### config.mk
export PLATFORM = sky130hd
export DESIGN_NAME = indexed_list_insert_remove
export DESIGN_NICKNAME = d
export VERILOG_FILES = /design/src/rtl/core/ilir_pkg.sv /design/src/rtl/core/indexed_list_insert_remove.sv /design/src/rtl/core/ilir_cell.sv
export VERILOG_INCLUDE_DIRS = /design/src /design/src/rtl/core
export SDC_FILE = /design/constraint.sdc
export NUM_CORES = 1
export LEC_CHECK = 0
export BUFFER_PORTS_ARGS = -buffer_cell sky130_fd_sc_hd__buf_2
export CORE_MARGIN = 10
export CORE_UTILIZATION = 25
export DETAILED_ROUTE_END_ITERATION = 8
export SLEW_MARGIN = 20
export SYNTH_ARGS = -nofsm -noshare
export SYNTH_HDL_FRONTEND = slang
export SYNTH_HIERARCHICAL = 1
export SYNTH_SLANG_ARGS = --single-unit
### constraint.sdc
create_clock -name clock -period 10.3 [get_ports clock]
set_clock_uncertainty 0.05 [all_clocks]
set_input_delay 0.515 -clock clock [delete_from_list [all_inputs] [get_ports clock]]
set_output_delay 0.515 -clock clock [all_outputs]
set_load 0.005 [all_outputs]
### src/rtl/core/indexed_list_insert_remove_macros.svh
// Assertion macros for the indexed list block.
`ifndef INDEXED_LIST_INSERT_REMOVE_MACROS_SVH
`define INDEXED_LIST_INSERT_REMOVE_MACROS_SVH
`ifndef SYNTHESIS
`define ILIR_ASSERT(lbl, prop, msg) \
   lbl: assert property (@(posedge clock) disable iff (reset) (prop)) else $error(msg);
`define ILIR_ASSERT_IMPL(lbl, ante, cons, msg) \
   lbl: assert property (@(posedge clock) disable iff (reset) (ante) |-> (cons)) \
      else $error(msg);
`define ILIR_ASSERT_NEXT(lbl, ante, cons, msg) \
   lbl: assert property (@(posedge clock) disable iff (reset) (ante) |=> (cons)) \
      else $error(msg);
`else
`define ILIR_ASSERT(lbl, prop, msg)
`define ILIR_ASSERT_IMPL(lbl, ante, cons, msg)
`define ILIR_ASSERT_NEXT(lbl, ante, cons, msg)
`endif
`endif

### src/rtl/core/ilir_pkg.sv
// Types and constants shared by the indexed list cells and top level.
`timescale 1ns / 1ps
package ilir_pkg;

   localparam int VALUE_W    = 32;
   localparam int POSITION_W = 6;
   // clamped position is non-negative, so the sign bit drops
   localparam int POS_W      = POSITION_W - 1;
   localparam int STATUS_W   = 2;
   localparam int DEF_CAPACITY = 16;

   typedef enum logic [1:0] {
      OP_READ   = 2'd0,
      OP_INSERT = 2'd1,
      OP_REMOVE = 2'd2,
      OP_NONE   = 2'd3
   } op_type;

   typedef enum logic [STATUS_W-1:0] {
      STAT_OK    = 2'd0,
      STAT_FULL  = 2'd1,
      STAT_RANGE = 2'd2
   } status_type;

   typedef enum logic [1:0] {
      CELL_HOLD   = 2'd0,
      CELL_INSERT = 2'd1,
      CELL_REMOVE = 2'd2
   } cell_op_type;

endpackage

### src/rtl/core/indexed_list_insert_remove.sv
// Indexed ordered list with read, insert and remove by position.
// Usage:
//   Request channel (req_valid/req_ready) carries op, position and value.
//   Each item yields exactly one result on the rsp_ channel: read value,
//   element count, empty flag and status.
//   Storage is a chain of CAPACITY cells; on an insert every cell past the
//   position takes its left neighbor and the cell at it takes the new value,
//   on a remove every cell at or past it takes its right neighbor, all at
//   the same clock edge, so items may arrive every cycle while rsp_ready is high.
//   The read path is an OR over all cells selected by position.
//   The result is registered and valid the cycle after the item is accepted.
//   Throughput: 1 item per cycle while rsp_ready is high.
//   If the receiver stalls, the output register holds the result and
//   req_ready drops until it is taken; nothing is lost.
//   Reset: synchronous, active high; the list becomes empty and no result
//   is pending. Cell contents are not cleared; unused slots are never read.
`timescale 1ns / 1ps
`include "indexed_list_insert_remove_macros.svh"
module indexed_list_insert_remove
   import ilir_pkg::*;
#(
   parameter int CAPACITY = DEF_CAPACITY,
   localparam int CNT_W   = $clog2(CAPACITY + 1)
) (
   input  logic                         clock,
   input  logic                         reset,
   input  logic                         req_valid,
   output logic                         req_ready,
   input  logic [1:0]                   req_op,
   input  logic signed [POSITION_W-1:0] req_position,
   input  logic signed [VALUE_W-1:0]    req_value,
   output logic                         rsp_valid,
   input  logic                         rsp_ready,
   output logic signed [VALUE_W-1:0]    rsp_read_value,
   output logic [CNT_W-1:0]             rsp_element_count,
   output logic                         rsp_is_empty,
   output logic [STATUS_W-1:0]          rsp_status
);

   localparam int IDX_W = (POS_W > $clog2(CAPACITY)) ? POS_W : $clog2(CAPACITY);
   localparam int CMP_W = (POS_W > CNT_W) ? POS_W : CNT_W;

   logic [CNT_W-1:0]    count_ff, count_in;
   logic                rsp_valid_ff;
   logic [VALUE_W-1:0]  rd_value_ff, rd_value_in;
   logic [STATUS_W-1:0] status_ff;
   status_type          status_in;
   logic [CNT_W-1:0]    rsp_count_ff;
   logic                accept;
   logic [POS_W-1:0]    pos_clamp;
   logic                in_range;
   logic                full;
   logic [VALUE_W-1:0]  rd_any;
   cell_op_type         ctl_op;
   logic [IDX_W-1:0]    ctl_pos;

   logic [VALUE_W-1:0]  cell_value [CAPACITY];
   logic [VALUE_W-1:0]  cell_rd    [CAPACITY];

   assign req_ready = !rsp_valid_ff || rsp_ready;
   assign accept    = req_valid && req_ready;

   assign pos_clamp = req_position[POSITION_W-1] ? '0 : req_position[POS_W-1:0];
   assign in_range  = CMP_W'(pos_clamp) < CMP_W'(count_ff);
   assign full      = count_ff == CNT_W'(CAPACITY);

   always_comb begin
      rd_any = '0;
      for (int i = 0; i < CAPACITY; i++) begin
         rd_any = rd_any | cell_rd[i];
      end
   end

   always_comb begin
      ctl_op      = CELL_HOLD;
      ctl_pos     = IDX_W'(pos_clamp);
      count_in    = count_ff;
      rd_value_in = '0;
      status_in   = STAT_OK;
      unique case (op_type'(req_op))
         OP_READ: begin
            if (in_range) begin
               rd_value_in = rd_any;
            end else begin
               status_in = STAT_RANGE;
            end
         end
         OP_INSERT: begin
            if (full) begin
               status_in = STAT_FULL;
            end else begin
               // past the end appends at the current count
               if (!in_range) begin
                  ctl_pos = IDX_W'(count_ff);
               end
               ctl_op   = accept ? CELL_INSERT : CELL_HOLD;
               count_in = count_ff + 1'b1;
            end
         end
         OP_REMOVE: begin
            if (!in_range) begin
               status_in = STAT_RANGE;
            end else begin
               ctl_op   = accept ? CELL_REMOVE : CELL_HOLD;
               count_in = count_ff - 1'b1;
            end
         end
         default: begin
            status_in = STAT_OK;
         end
      endcase
   end

   for (genvar g = 0; g < CAPACITY; g++) begin : g_cell
      logic [VALUE_W-1:0] left_v, right_v;
      if (g == 0) begin : g_first
         assign left_v = '0;
      end else begin : g_mid_l
         assign left_v = cell_value[g-1];
      end
      if (g == CAPACITY - 1) begin : g_last
         assign right_v = '0;
      end else begin : g_mid_r
         assign right_v = cell_value[g+1];
      end
      ilir_cell #(
         .CellIdx  (g),
         .IdxWidth (IDX_W)
      ) u_cell (
         .clock       (clock),
         .ctl_op      (ctl_op),
         .ctl_pos     (ctl_pos),
         .ins_value   (req_value),
         .left_value  (left_v),
         .right_value (right_v),
         .value       (cell_value[g]),
         .rd_data     (cell_rd[g])
      );
   end

   always_ff @(posedge clock) begin
      if (reset) begin
         count_ff     <= '0;
         rsp_valid_ff <= 1'b0;
      end else if (accept) begin
         count_ff     <= count_in;
         rsp_valid_ff <= 1'b1;
      end else if (rsp_ready) begin
         rsp_valid_ff <= 1'b0;
      end
   end

   always_ff @(posedge clock) begin
      if (accept) begin
         rd_value_ff  <= rd_value_in;
         status_ff    <= status_in;
         rsp_count_ff <= count_in;
      end
   end

   assign rsp_valid         = rsp_valid_ff;
   assign rsp_read_value    = rd_value_ff;
   assign rsp_element_count = rsp_count_ff;
   assign rsp_is_empty      = rsp_count_ff == '0;
   assign rsp_status        = status_ff;

   `ILIR_ASSERT(a_count_bound, count_ff <= CNT_W'(CAPACITY), "count exceeds capacity")
   `ILIR_ASSERT_IMPL(a_full_status, rsp_valid && rsp_status == STAT_FULL,
      rsp_element_count == CNT_W'(CAPACITY), "full status with room left")
   `ILIR_ASSERT_NEXT(a_insert_grows, !reset && accept && req_op == OP_INSERT && !full,
      count_ff == $past(count_ff) + 1'b1, "insert did not grow the list")
   `ILIR_ASSERT_IMPL(a_rsp_count, rsp_valid, rsp_element_count == count_ff,
      "reported count differs from stored count")

endmodule

### src/rtl/core/ilir_cell.sv
// One list slot: holds a value and shifts toward or away from its neighbors.
`timescale 1ns / 1ps
module ilir_cell
   import ilir_pkg::*;
#(
   parameter int CellIdx  = 0,
   parameter int IdxWidth = POS_W
) (
   input  logic                clock,
   input  cell_op_type         ctl_op,
   input  logic [IdxWidth-1:0] ctl_pos,
   input  logic [VALUE_W-1:0]  ins_value,
   input  logic [VALUE_W-1:0]  left_value,
   input  logic [VALUE_W-1:0]  right_value,
   output logic [VALUE_W-1:0]  value,
   output logic [VALUE_W-1:0]  rd_data
);

   localparam logic [IdxWidth-1:0] MyIdx = IdxWidth'(CellIdx);

   logic [VALUE_W-1:0]  value_ff;
   logic [VALUE_W-1:0]  value_in;

   always_comb begin
      value_in = value_ff;
      case (ctl_op)
         CELL_INSERT: begin
            if (MyIdx > ctl_pos) begin
               value_in = left_value;
            end else if (MyIdx == ctl_pos) begin
               value_in = ins_value;
            end
         end
         CELL_REMOVE: begin
            if (MyIdx >= ctl_pos) begin
               value_in = right_value;
            end
         end
         default: value_in = value_ff;
      endcase
   end

   always_ff @(posedge clock) begin
      value_ff <= value_in;
   end

   assign value   = value_ff;
   assign rd_data = (MyIdx == ctl_pos) ? value_ff : '0;

endmodule
==> results of run 1 <==
[path summary, 6_finish.rpt]
kind	from	endpoint	slack, ns	cells past startpoint
min	req_valid	rsp_valid	0.11	3
min reg2reg	rsp_valid	rsp_valid	0.50	2
max	count_ff[2]	rsp_read_value[9]	4.18	16
max reg2reg	count_ff[2]	rsp_read_value[9]	4.18	16
[per-stage QoR]
| stage | std cells | setup slack [ns] | hold slack, ns | cell area [sq um] | utilization, % |
|---|---|---|---|---|---|
| finish | 5524 | 4.183 | 0.1058 | 40240 | 27.98 |
| global route | 5523 | 4.014 | 0.1122 | 40240 | 27.97 |
| CTS | 5521 | 4.241 | 0.08034 | 40220 | 27.96 |
| detailed placement | 5402 | 4.112 | 0.4999 | 38170 | 26.54 |
| global placement | 5401 | 4.267 | 0.4861 | 38140 | 26.51 |
| floorplan | 3677 | 1.470 | 0.5004 | 36320 | - |
[report_power, final]
part | switching, mW | internal (mW) | leakage (nW)
Clock | 0.993 | 1.31 | 1.01
Combinational | 0.685 | 0.345 | 7.85
Sequential | 0.0639 | 2.63 | 5.09
[cells in the mapped netlist, types with 63 or more instances]
cell type,number,area (sq um)
sky130_fd_sc_hd__o21ai_0,105,525.5
sky130_fd_sc_hd__nand2_1,462,1734
sky130_fd_sc_hd__nand4_1,67,419.2
sky130_fd_sc_hd__nor2_1,334,1254
sky130_fd_sc_hd__and3_1,70,437.9
sky130_fd_sc_hd__mux2i_1,65,650.6
sky130_fd_sc_hd__nor4_1,133,832.1
sky130_fd_sc_hd__a21oi_1,72,360.4
sky130_fd_sc_hd__and2_1,341,2133
sky130_fd_sc_hd__nand3b_1,65,488.0
sky130_fd_sc_hd__buf_2,63,315.3
sky130_fd_sc_hd__edfxtp_1,551,16550
sky130_fd_sc_hd__and2_2,76,570.6
sky130_fd_sc_hd__clkbuf_1,168,630.6
sky130_fd_sc_hd__nor3b_1,68,510.5
sky130_fd_sc_hd__a31oi_1,323,2021
[registers in the layout (all words and copies together), names as in the netlist]
signal	cells
rsp_status	2
rsp_element_count	5
rsp_valid	1
rsp_read_value	32
count_ff	5
g_cell.u_cell/value	512
[logic make-up (layout without fill, tap and decap cells)]
family | Yosys count | after routing | share of synthesized area (%)
and+or+nand+nor | 1880 | 1880 | 30.40
AOI/OAI and AO/OA | 735 | 735 | 14.40
DFF | 557 | 557 | 46.03
buffers and inverters | 353 | 295 | 5.630
muxes | 101 | 101 | 2.958
adders and majority gates | 11 | 11 | 0.3802
xor gates and xnor gates | 8 | 8 | 0.1935
other | 1 | 34 | 0.01036
[routing by layer]
layer	vias up	global-route usage, %
met4	4	5.889
li1	13410	-
met2	1679	24.03
met1	15000	20.85
met3	320	2.753
met5	-	0
[layout make-up]
class | instances | area, sq um
Antenna cell | 2 | 5.005
Clock buffer | 88 | 1851
Clock inverter | 31 | 201.4
Fill cell | 14990 | 103600
Inverter | 11 | 41.29
Multi-Input combinational cell | 2767 | 18020
Sequential cell | 557 | 16670
Tap cell | 1903 | 2381
Timing Repair Buffer | 165 | 1077
[cells in the final DEF, fill, tap and decap left out, drive strengths merged, types with 32 or more instances in the layout]
| cell | instances |
|---|---|
| edfxtp | 551 |
| nand2 | 463 |
| and2 | 418 |
| nor2 | 336 |
| a31oi | 326 |
| buf | 164 |
| nor4 | 139 |
| o21ai | 130 |
| nor3b | 129 |
| o211ai | 99 |
| clkbuf | 89 |
| a21oi | 74 |
| and3 | 70 |
| nand4 | 67 |
| nand3b | 65 |
| mux2i | 65 |
| nand3 | 37 |
| mux2 | 36 |
| or4b | 34 |
| a221o | 32 |
| conb | 32 |
| o31ai | 32 |
| or3b | 32 |
| nor4b | 32 |
[critical path, stage by stage, from the launching register on]
cell and delay [ns]:
sky130_fd_sc_hd__dfxtp_1 0.58, sky130_fd_sc_hd__inv_1 0.12, sky130_fd_sc_hd__ha_1 0.33, sky130_fd_sc_hd__a21oi_1 0.17
sky130_fd_sc_hd__nor2_1 0.11, sky130_fd_sc_hd__or3_4 0.44, sky130_fd_sc_hd__nand2_4 0.15, sky130_fd_sc_hd__mux2_8 0.61
sky130_fd_sc_hd__buf_4 0.72, sky130_fd_sc_hd__or2_1 0.19, sky130_fd_sc_hd__buf_4 0.47, sky130_fd_sc_hd__nor3_4 0.07
sky130_fd_sc_hd__buf_4 0.32, sky130_fd_sc_hd__and2_1 0.23, sky130_fd_sc_hd__nor4_1 0.80, sky130_fd_sc_hd__nand4_1 0.19
sky130_fd_sc_hd__and3_1 0.24
==> key figures, run 1 <==
Drt
  – Detailed Route WL: 130800 microns
  – Wire length on met3: 11880 microns
  – Number of detailed-routing iterations run before antenna repair: 8
  – Total length of routed met2 wires: 58760 microns
  – Vias: 30410
  – Iter 0 DRT Violations: 3799
  – Topmost layer with routed signal wires: met5
  – Residual DRC count: 2
  – Wire length per cell after detailed routing: 23.68 microns
  – Routed Antenna Nets: 0
  – Post-detailed-route via-to-cell ratio: 5.506
  – Routed length on met1: 54890 microns

Worst setup path
  – Classification of the worst setup path: reg2reg
  – Critical path capture point type: flop
  – CP Data Required Time: 10.63 ns
  – Worst-path fanout max: 80
  – Arrival @ worst endpoint: 6.44 ns
  – Critical Path Start Type: flop

Floorplanning
  – Core region area: 143800 sq um
  – Rows: 139
  – Die Span X: 400.5 microns
  – Die Footprint: 160400 sq um
  – Starting density of the core: 25.17%
  – Boundary pin count: 86
  – Die extent in y: 400.5 microns

Logic synthesis
  – Average cell area after synthesis: 9.930 sq um
  – Most used flip-flop cell after synthesis: sky130_fd_sc_hd__edfxtp_1
  – Async S/R FF share, synth: 0%
  – Sequential-to-total area share from yosys stat: 46.03%
  – Cell area after synthesis: 36200 sq um
  – Yosys warnings: 6
  – Number of distinct library cell variants in the gate-level netlist after synthesis: 102
  – Flop and latch count out of synthesis: 557
  – Syn Inst Count: 3646
  – Post-synth EDFFs: 551

Clock tree
  – Total CTS buffers: 66
  – CTS hold repair buffers: 0
  – Buffers inserted by post-CTS timing repair: 0
  – Number of gates resized after CTS: 0
  – Cell at the root of the clock tree: sky130_fd_sc_hd__clkbuf_16
  – Clock slew seen by the registers of the worst setup and hold paths: 0.06 ns
  – Clock sink count: 557
  – H-tree levels: 3
  – Skew-Pair Late Insertion Delay: 0.62 ns
  – Max Root-Sink Buffers: 3
  – Clock tree from TritonCTS: yes

STA
  – Period Utilization, post-route: 59.39%
  – Setup total negative slack: 0 ns
  – Worst-margin pin slew: 1.123 ns
  – Setup violations, final: 0
  – Hold Fails Final Rpt: 0
  – Total count of max-transition violations in the final report: 0
  – Unrepaired setup endpoints after global routing: false
  – Post-layout min period: 6.117 ns
  – Worst rel slew slack: 25.11%
  – Fmax: 0.1635 GHz

Power and ir drop
  – Overall power after layout: 6.030 mW
  – Maximum VDD drop: 114.0 uV
  – Cell area power density: 149.9 nW/um^2
  – Static leakage power: 13.95 nW

Finish
  – Nets@finish: 3623
  – Share of final-layout standard cells stronger than drive strength 1: 17.71%
  – Growth of design area from synthesis to finish: 11.15%

Global routing
  – Global-route wire length before repair: 193600 microns
  – Antenna violations before repair: 22
  – Total gr overflow: 0
  – Pin count of the biggest net entering global routing: 136
  – Total routing resource utilization after global routing: 15.33%
  – Number of global-route vias before repair: 29390

Outcome
  – Violated checks: DRC
  – Result of the run: finished with violations

Placement
  – Routability congestion estimate: 0.8681
  – Final HPWL from detailed placement: 83480 microns
  – Total of buffers placed on input and output ports: 85

Min path
  – Path class of the lowest-slack min-delay path: in2reg

Flow run
  – # Max-Cap Violations: 0
No activity file was read; power rests on OpenSTA's default activity.
==> inputs of run 2 (changes only) <==
==> constraint.sdc (replaced) <==
create_clock -name clock -period 6.4 [get_ports clock]
set_clock_uncertainty 0.05 [all_clocks]
set_input_delay 0.32 -clock clock [delete_from_list [all_inputs] [get_ports clock]]
set_output_delay 0.32 -clock clock [all_outputs]
set_load 0.005 [all_outputs]
==> key figures, run 2 (synthesis gave the netlist of run 1 again) <==
Finish
  – Most frequent cells in the layout: sky130_fd_sc_hd__edfxtp_1, sky130_fd_sc_hd__nand2_1, sky130_fd_sc_hd__and2_1, sky130_fd_sc_hd__nor2_1, sky130_fd_sc_hd__a31oi_1
  – Share of final-layout standard cells stronger than drive strength 1: 18.15%
  – Cell area after layout: 40400 sq um
  – Most common cell after layout, fill and taps aside: sky130_fd_sc_hd__edfxtp_1
  – Share of the core filled with cells in the final layout: 28.09%
  – Nets@finish: 3648
  – ANT cells: 0
  – Max reg flops: 512
  – Growth of design area from synthesis to finish: 11.59%

STA
  – Hold Fails Final Rpt: 0
  – Fmax: 0.1958 GHz
  – Worst-margin pin slew: 1.166 ns
  – Period Utilization, post-route: 79.79%
  – Setup violations, final: 0
  – Total count of max-transition violations in the final report: 0
  – Worst rel slew slack: 22.28%
  – Post-layout min period: 5.107 ns
  – Unrepaired setup endpoints after global routing: false
  – Setup total negative slack: 0 ns
  – Final worst hold slack: 0.08835 ns

Power and ir drop
  – Maximum VDD drop: 176.7 uV
  – Static leakage power: 14.05 nW
  – Overall power after layout: 9.668 mW
  – Cell area power density: 239.3 nW/um^2

Drt
  – Number of detailed-routing iterations run before antenna repair: 6
  – Detailed Route WL: 129700 microns
  – Iter 0 DRT Violations: 3439
  – Post-detailed-route via-to-cell ratio: 5.490
  – Routed length on met1: 54510 microns
  – Vias: 30440
  – Total length of routed met2 wires: 59640 microns
  – Routed Antenna Nets: 0
  – Topmost layer with routed signal wires: met5
  – Wire length on met3: 11290 microns
  – Wire length per cell after detailed routing: 23.40 microns
  – Residual DRC count: 0

Worst setup path
  – Slowest stage cell, crit path: sky130_fd_sc_hd__nor4_1
  – CP Data Required Time: 6.74 ns
  – Number of buffer and inverter instances along the worst setup path: 3
  – Worst-path fanout max: 49
  – Critical Path Start Type: flop
  – Worst reg2reg setup slack: 1.29 ns
  – Cell-by-cell trace of the critical path: inv_1, ha_1, a21oi_1, nor2_1, or3_4, nand2_4, mux2_4, buf_4, and3_1, nor3b_4, buf_4, and2_1, nor4_1, nand4_1, and3_1
  – Delay of the slowest cell on the worst path: 0.64 ns
  – Critical path capture point type: flop
  – Classification of the worst setup path: reg2reg
  – Family of cells with the greatest summed delay on the critical path: simple AND/OR/NAND/NOR gates
  – Arrival @ worst endpoint: 5.45 ns

Clock tree
  – Max Root-Sink Buffers: 3
  – CTS hold repair buffers: 3
  – Total CTS buffers: 66
  – Skew-Pair Late Insertion Delay: 0.64 ns
  – Clock sink count: 557
  – Clock slew seen by the registers of the worst setup and hold paths: 0.06 ns
  – H-tree levels: 3
  – Number of gates resized after CTS: 0
  – Cell at the root of the clock tree: sky130_fd_sc_hd__clkbuf_16
  – Buffers inserted by post-CTS timing repair: 0
  – Clock tree from TritonCTS: yes

Placement
  – Total of buffers placed on input and output ports: 85
  – Routability congestion estimate: 0.8900
  – Area post-placement: 38340 sq um
  – Final HPWL from detailed placement: 86620 microns

Floorplanning
  – Rows: 139
  – Starting density of the core: 25.17%
  – Die extent in y: 400.5 microns
  – Core region area: 143800 sq um
  – Boundary pin count: 86
  – Die Span X: 400.5 microns
  – Die Footprint: 160400 sq um

Global routing
  – Number of global-route vias before repair: 29440
  – Global-route wire length before repair: 194300 microns
  – Antenna violations before repair: 21
  – Pin count of the biggest net entering global routing: 95
  – Total gr overflow: 0
  – Total routing resource utilization after global routing: 15.36%

Flow run
  – # Max-Cap Violations: 0

Outcome
  – Result of the run: finished, final reports clean

Min path
  – Path class of the lowest-slack min-delay path: in2reg
==> run 2: cell count changes in the layout (fill, tap and decap cells not counted), sizes merged <==
cell         change
buf             +23
clkinv           -4
dlygate4sd3      +3
clkinvlp         +2
diode            -2
bufinv           -1
inv              -1
==> run 2: worst paths after layout <==
check                               from                     endpoint  depth (start not counted)
max reg2reg                  count_ff[2]           rsp_read_value[26]                         15
min                            req_op[1]                rsp_status[1]                          3
max                          count_ff[2]           rsp_read_value[26]                         15
min reg2reg  g_cell[12].u_cell/value[22]  g_cell[11].u_cell/value[22]                          2
==> run 2: area by class of cell <==
class                   count  area [sq um]
fillers                 14970        103400
multi-input cells        2767         18020
flip-flops and latches    557         16670
well taps                1903          2381
clock buffers              89          1854
repair buffers            190          1279
clock inverters            27         160.2
inverters                  11         41.29
==> run 2: per-stage QoR <==
step / setup WS (ns) / std cells
3_3_place_gp: 1.244 / 5423
2_1_floorplan: 0.1463 / 3677
5_1_grt: 1.092 / 5544
4_1_cts: 1.304 / 5543
3_5_place_dp: 1.334 / 5424
6_report: 1.293 / 5544
==> run 2: where the power goes <==
group	switching, mW	leakage, nW	total, mW	internal, mW
sequential	0.109	5.09	4.34	4.23
combinational	1.07	7.98	1.63	0.564
clock	1.62	0.979	3.69	2.07
==> run 2: worst register-to-register path: stages (launching register included) <==
cell	delay, ns
sky130_fd_sc_hd__dfxtp_1	0.59
sky130_fd_sc_hd__inv_1	0.12
sky130_fd_sc_hd__ha_1	0.33
sky130_fd_sc_hd__a21oi_1	0.17
sky130_fd_sc_hd__nor2_1	0.11
sky130_fd_sc_hd__or3_4	0.44
sky130_fd_sc_hd__nand2_4	0.15
sky130_fd_sc_hd__mux2_4	0.57
sky130_fd_sc_hd__buf_4	0.38
sky130_fd_sc_hd__and3_1	0.24
sky130_fd_sc_hd__nor3b_4	0.16
sky130_fd_sc_hd__buf_4	0.30
sky130_fd_sc_hd__and2_1	0.24
sky130_fd_sc_hd__nor4_1	0.64
sky130_fd_sc_hd__nand4_1	0.14
sky130_fd_sc_hd__and3_1	0.22
==> run 2: metal layers <==
layer,vias to the layer above,global-route usage [%]
met1,15080,21.04
met5,-,0
met2,1614,24.33
met3,290,2.761
met4,6,4.968
li1,13440,-
